**config.mk**
```make
export PLATFORM = sky130hd
export DESIGN_NAME = xds_ram
export DESIGN_NICKNAME = d
export VERILOG_FILES = /design/src/rtl/xds_ram.sv
export SDC_FILE = /design/constraint.sdc
export NUM_CORES = 1
export LEC_CHECK = 0
export ABC_AREA = 1
export CAP_MARGIN = 15
export CELL_PAD_IN_SITES_DETAIL_PLACEMENT = 1
export CELL_PAD_IN_SITES_GLOBAL_PLACEMENT = 1
export CORE_MARGIN = 2
export CORE_UTILIZATION = 40
export CTS_CLUSTER_SIZE = 28
export DETAILED_ROUTE_END_ITERATION = 6
export DONT_BUFFER_PORTS = 1
export PLACE_DENSITY = 0.74
export SETUP_SLACK_MARGIN = 0.4
export SLEW_MARGIN = 30
export SYNTH_ARGS = -nofsm -noshare
export SYNTH_HDL_FRONTEND = slang
export SYNTH_SLANG_ARGS = --single-unit
```
**constraint.sdc**
```tcl
create_clock -name clk -period 5.55 [get_ports clk]
set_input_delay 0.555 -clock clk [delete_from_list [all_inputs] [get_ports clk]]
set_output_delay 0.555 -clock clk [all_outputs]
set_load 0.005 [all_outputs]
```
**src/rtl/xds_ram.sv**
```systemverilog
// Simple dual-port RAM: one write port, one read port with registered data.
// No dependencies; read data holds when no read is issued.
module xds_ram #(
  parameter int W = 8,
  parameter int D = 64
) (
  input  logic                 clk,
  input  logic                 we,
  input  logic [$clog2(D)-1:0] waddr,
  input  logic [W-1:0]         wdata,
  input  logic                 re,
  input  logic [$clog2(D)-1:0] raddr,
  output logic [W-1:0]         rdata
);

  logic [W-1:0] mem [D];
  logic [W-1:0] rdata_r;

  // write port
  always_ff @(posedge clk) begin
    if (we) begin
      mem[waddr] <= wdata;
    end
  end

  // read port, registered data
  always_ff @(posedge clk) begin
    if (re) begin
      rdata_r <= mem[raddr];
    end
  end

  assign rdata = rdata_r;

endmodule

```
==> flow_metrics.env <==
export IMPL_synth_avg_cell_area_um2=11.9
export IMPL_status="complete, no violations"
export IMPL_path_clk_slew_ps=60
export IMPL_whs_path_depth=0
export IMPL_dp_slack_ps=2640
export IMPL_fin_tns_setup_ps=0
export IMPL_cp_start_kind="input pin"
export IMPL_max_slew_margin_rel_pct=37.1
export IMPL_cts_tree="yes"
export IMPL_yosysTopAreaCellShare_pct=72.9
export IMPL_ys_warn_count=0
export IMPL_clock_fmax_mhz=416
export IMPL_worstPathRequired_ps=6020
export IMPL_gp_congestion=0.805
export IMPL_cp_arrival_ps=2870
export IMPL_grt_ovfl_total=0
export IMPL_synth_cell_types=15
export IMPL_numCtsBuffers=54
export IMPL_ctsResizeCount=0
export IMPL_gr_usage_all_layers_pct=21.1
export IMPL_timing_rr_end="rdata[3]"
export IMPL_placed_area_mm2=0.0216
export IMPL_ys_top_cells_by_area="edfxtp_1 (73%), nand2_1 (11%), nand3_1 (10%)"
export IMPL_hpwl_mm=32.5
export IMPL_layout_setup_ws_ps=3150
export IMPL_antenna_found_initial=1
export IMPL_io_buffers=0
export IMPL_htree_levels=2
export IMPL_cp_end_kind="flop"
export IMPL_p_total_mw=8.13
export IMPL_synth_cells=1805
export IMPL_worstSkewPairLatency_ps=610
export IMPL_rows=84
export IMPL_min_path_type="input pin to flop"
export IMPL_final_net_count=1785
export IMPL_start_util_pct=40.6
export IMPL_post_drt_via_cell_ratio=5.57
export IMPL_dieWidth_um=235
export IMPL_cts_hold_buf=0
export IMPL_min_to="mem[10][5]"
export IMPL_drt_iter0_drc=1173
export IMPL_power_frac_seq_pct=53.7
export IMPL_die_area_mm2=0.0554
export IMPL_fin_crit_sh_pct=43.3
export IMPL_wl_mm=58.4
export IMPL_hp_start="wdata[5]"
export IMPL_wl_per_cell_um=23.5
export IMPL_drt_pass1_iterations=5
export IMPL_power_internal_mw=6.39
export IMPL_grt_pass1_vias=14500
export IMPL_clkPwrFrac_pct=42.2
export IMPL_cp_max_fo=257
export IMPL_p_leak_nw=8.12
export IMPL_areaGrowthSynthToFinish_pct=8.31
export IMPL_synth_nets=1828
export IMPL_crit_type="input pin to flop"
export IMPL_finalMaxSlewViolations=0
export IMPL_swShare_pct=21.5
export IMPL_design_area_mm2=0.0232
export IMPL_worst_pin_slew_ps=941
export IMPL_ff2ff_setup_slack_ps=3890
export IMPL_yosysSeqAreaShare_pct=72.9
export IMPL_n_antenna_cell=0
export IMPL_coreArea_mm2=0.0528
export IMPL_rsz0062_at_grt="no"
export IMPL_drtAntennaViolNets=0
export IMPL_layout_drive_gt1_share_pct=4.78
export IMPL_powerDensity_mw_per_mm2=350
export IMPL_numClockSinks=520
export IMPL_synth_top_area_cell="edfxtp_1"
export IMPL_grt_pass1_wl_mm=89.1
export IMPL_net_switching_power_mw=1.74
export IMPL_chipHeight_um=235
export IMPL_drv_cap=0
export IMPL_pin_count=31
export IMPL_hold_viol_final=0
export IMPL_syn_cell_area_mm2=0.0214
export IMPL_synth_seq_cells=520
export IMPL_cts_root_buf="clkbuf_16"
export IMPL_ff2ff_path_depth=8
export IMPL_post_cts_buffers=0
export IMPL_drc=0
export IMPL_num_vias=13800
export IMPL_r2r_start="mem[29][3]"
export IMPL_ir_worst_vdd_mv=0.265
export IMPL_p_comb_share_pct=4.1
export IMPL_grt_start_max_net_pins=258
export IMPL_finClkSkew_ps=11.5
export IMPL_period_minus_slack_ps=2400
export IMPL_clockBufferDepth=3
export IMPL_setup_viol=0
## how the worst max path moves through the flow
| stage | startpoint | endpoint | slack, ps | cells past startpoint |
|---|---|---|---|---|
| final | raddr[0] | rdata[2] | 3150 | 10 |
| after CTS | raddr[1] | rdata[6] | 3270 | 9 |
| after floorplan | we | mem[48][0] | 3230 | 3 |
| after global placement | raddr[0] | rdata[2] | 2500 | 10 |
| after detailed placement | raddr[1] | rdata[1] | 2640 | 9 |
| after global routing | raddr[0] | rdata[2] | 3080 | 10 |
## critical path, cell delays in order
cell and delay [ps]:
inv_8 580, buf_4 540, nand2_1 110, nand3_1 90
nand3_1 110, nand2_1 110, nand2_1 80, nand3_1 210
nand3_1 180, nand2_1 100
## power groups by stage
stage / combinational [mW] / clock (mW) / sequential (mW)
floorplan: 0.306 / 0 / 4.45
global placement: 0.324 / 0 / 4.45
detailed placement: 0.335 / 0 / 4.45
CTS: 0.338 / 3.47 / 4.37
global route: 0.374 / 3.62 / 4.37
finish: 0.335 / 3.43 / 4.37
## state kept, by name (all words and copies together), names as in the netlist
| signal | cells |
|---|---|
| rdata | 8 |
| mem | 512 |
## layer usage
layer | part of all wire (%) | track usage [%]
met5 | 0 | 0
met4 | 3.1 | 7.32
met3 | 5.8 | 4.17
met2 | 49 | 35.6
met1 | 42 | 27.3
## Yosys cell counts
master / count
nand3_1: 439
nand2_1: 648
inv_6: 1
buf_4: 14
buf_1: 10
buf_8: 2
edfxtp_1: 520
clkbuf_1: 15
buf_6: 35
buf_2: 37
nor2_1: 56
nor4_1: 8
inv_1: 10
nand4_1: 9
inv_2: 1
## cells in the final DEF, fill, tap and decap left out, types with 9 or more instances in the layout
master     instances
nand3_1          439
nand2_1          648
clkbuf_16         55
clkinv_1          15
nor2_1            55
edfxtp_1         520
buf_4             14
clkbuf_1          11
nand4_1            9
## stage by stage
stage	instances	hold slack, ps	utilization [%]
floorplan	1805	654	-
global placement	2394	662	40.9
detailed placement	2394	663	40.9
CTS	2487	19.6	44.0
global route	2487	24.8	44.0
finish	2487	47.5	44.0
## kinds of logic after synthesis
kind of cell / count (synthesis) / share of synthesized area (%)
buffers and inverters: 125 / 4.01
DFF: 520 / 72.9
and+or+nand+nor: 1160 / 23.1
## area by class of cell
| cell class | instances | area, µm² |
|---|---|---|
| fillers | 5601 | 29600 |
| flip-flops and latches | 520 | 15600 |
| multi-input cells | 1160 | 4950 |
| clock buffers | 66 | 1420 |
| well taps | 688 | 861 |
| clock inverters | 27 | 198 |
| repair buffers | 14 | 105 |
| inverters | 12 | 55.1 |
(Power assumes the default switching activity.)
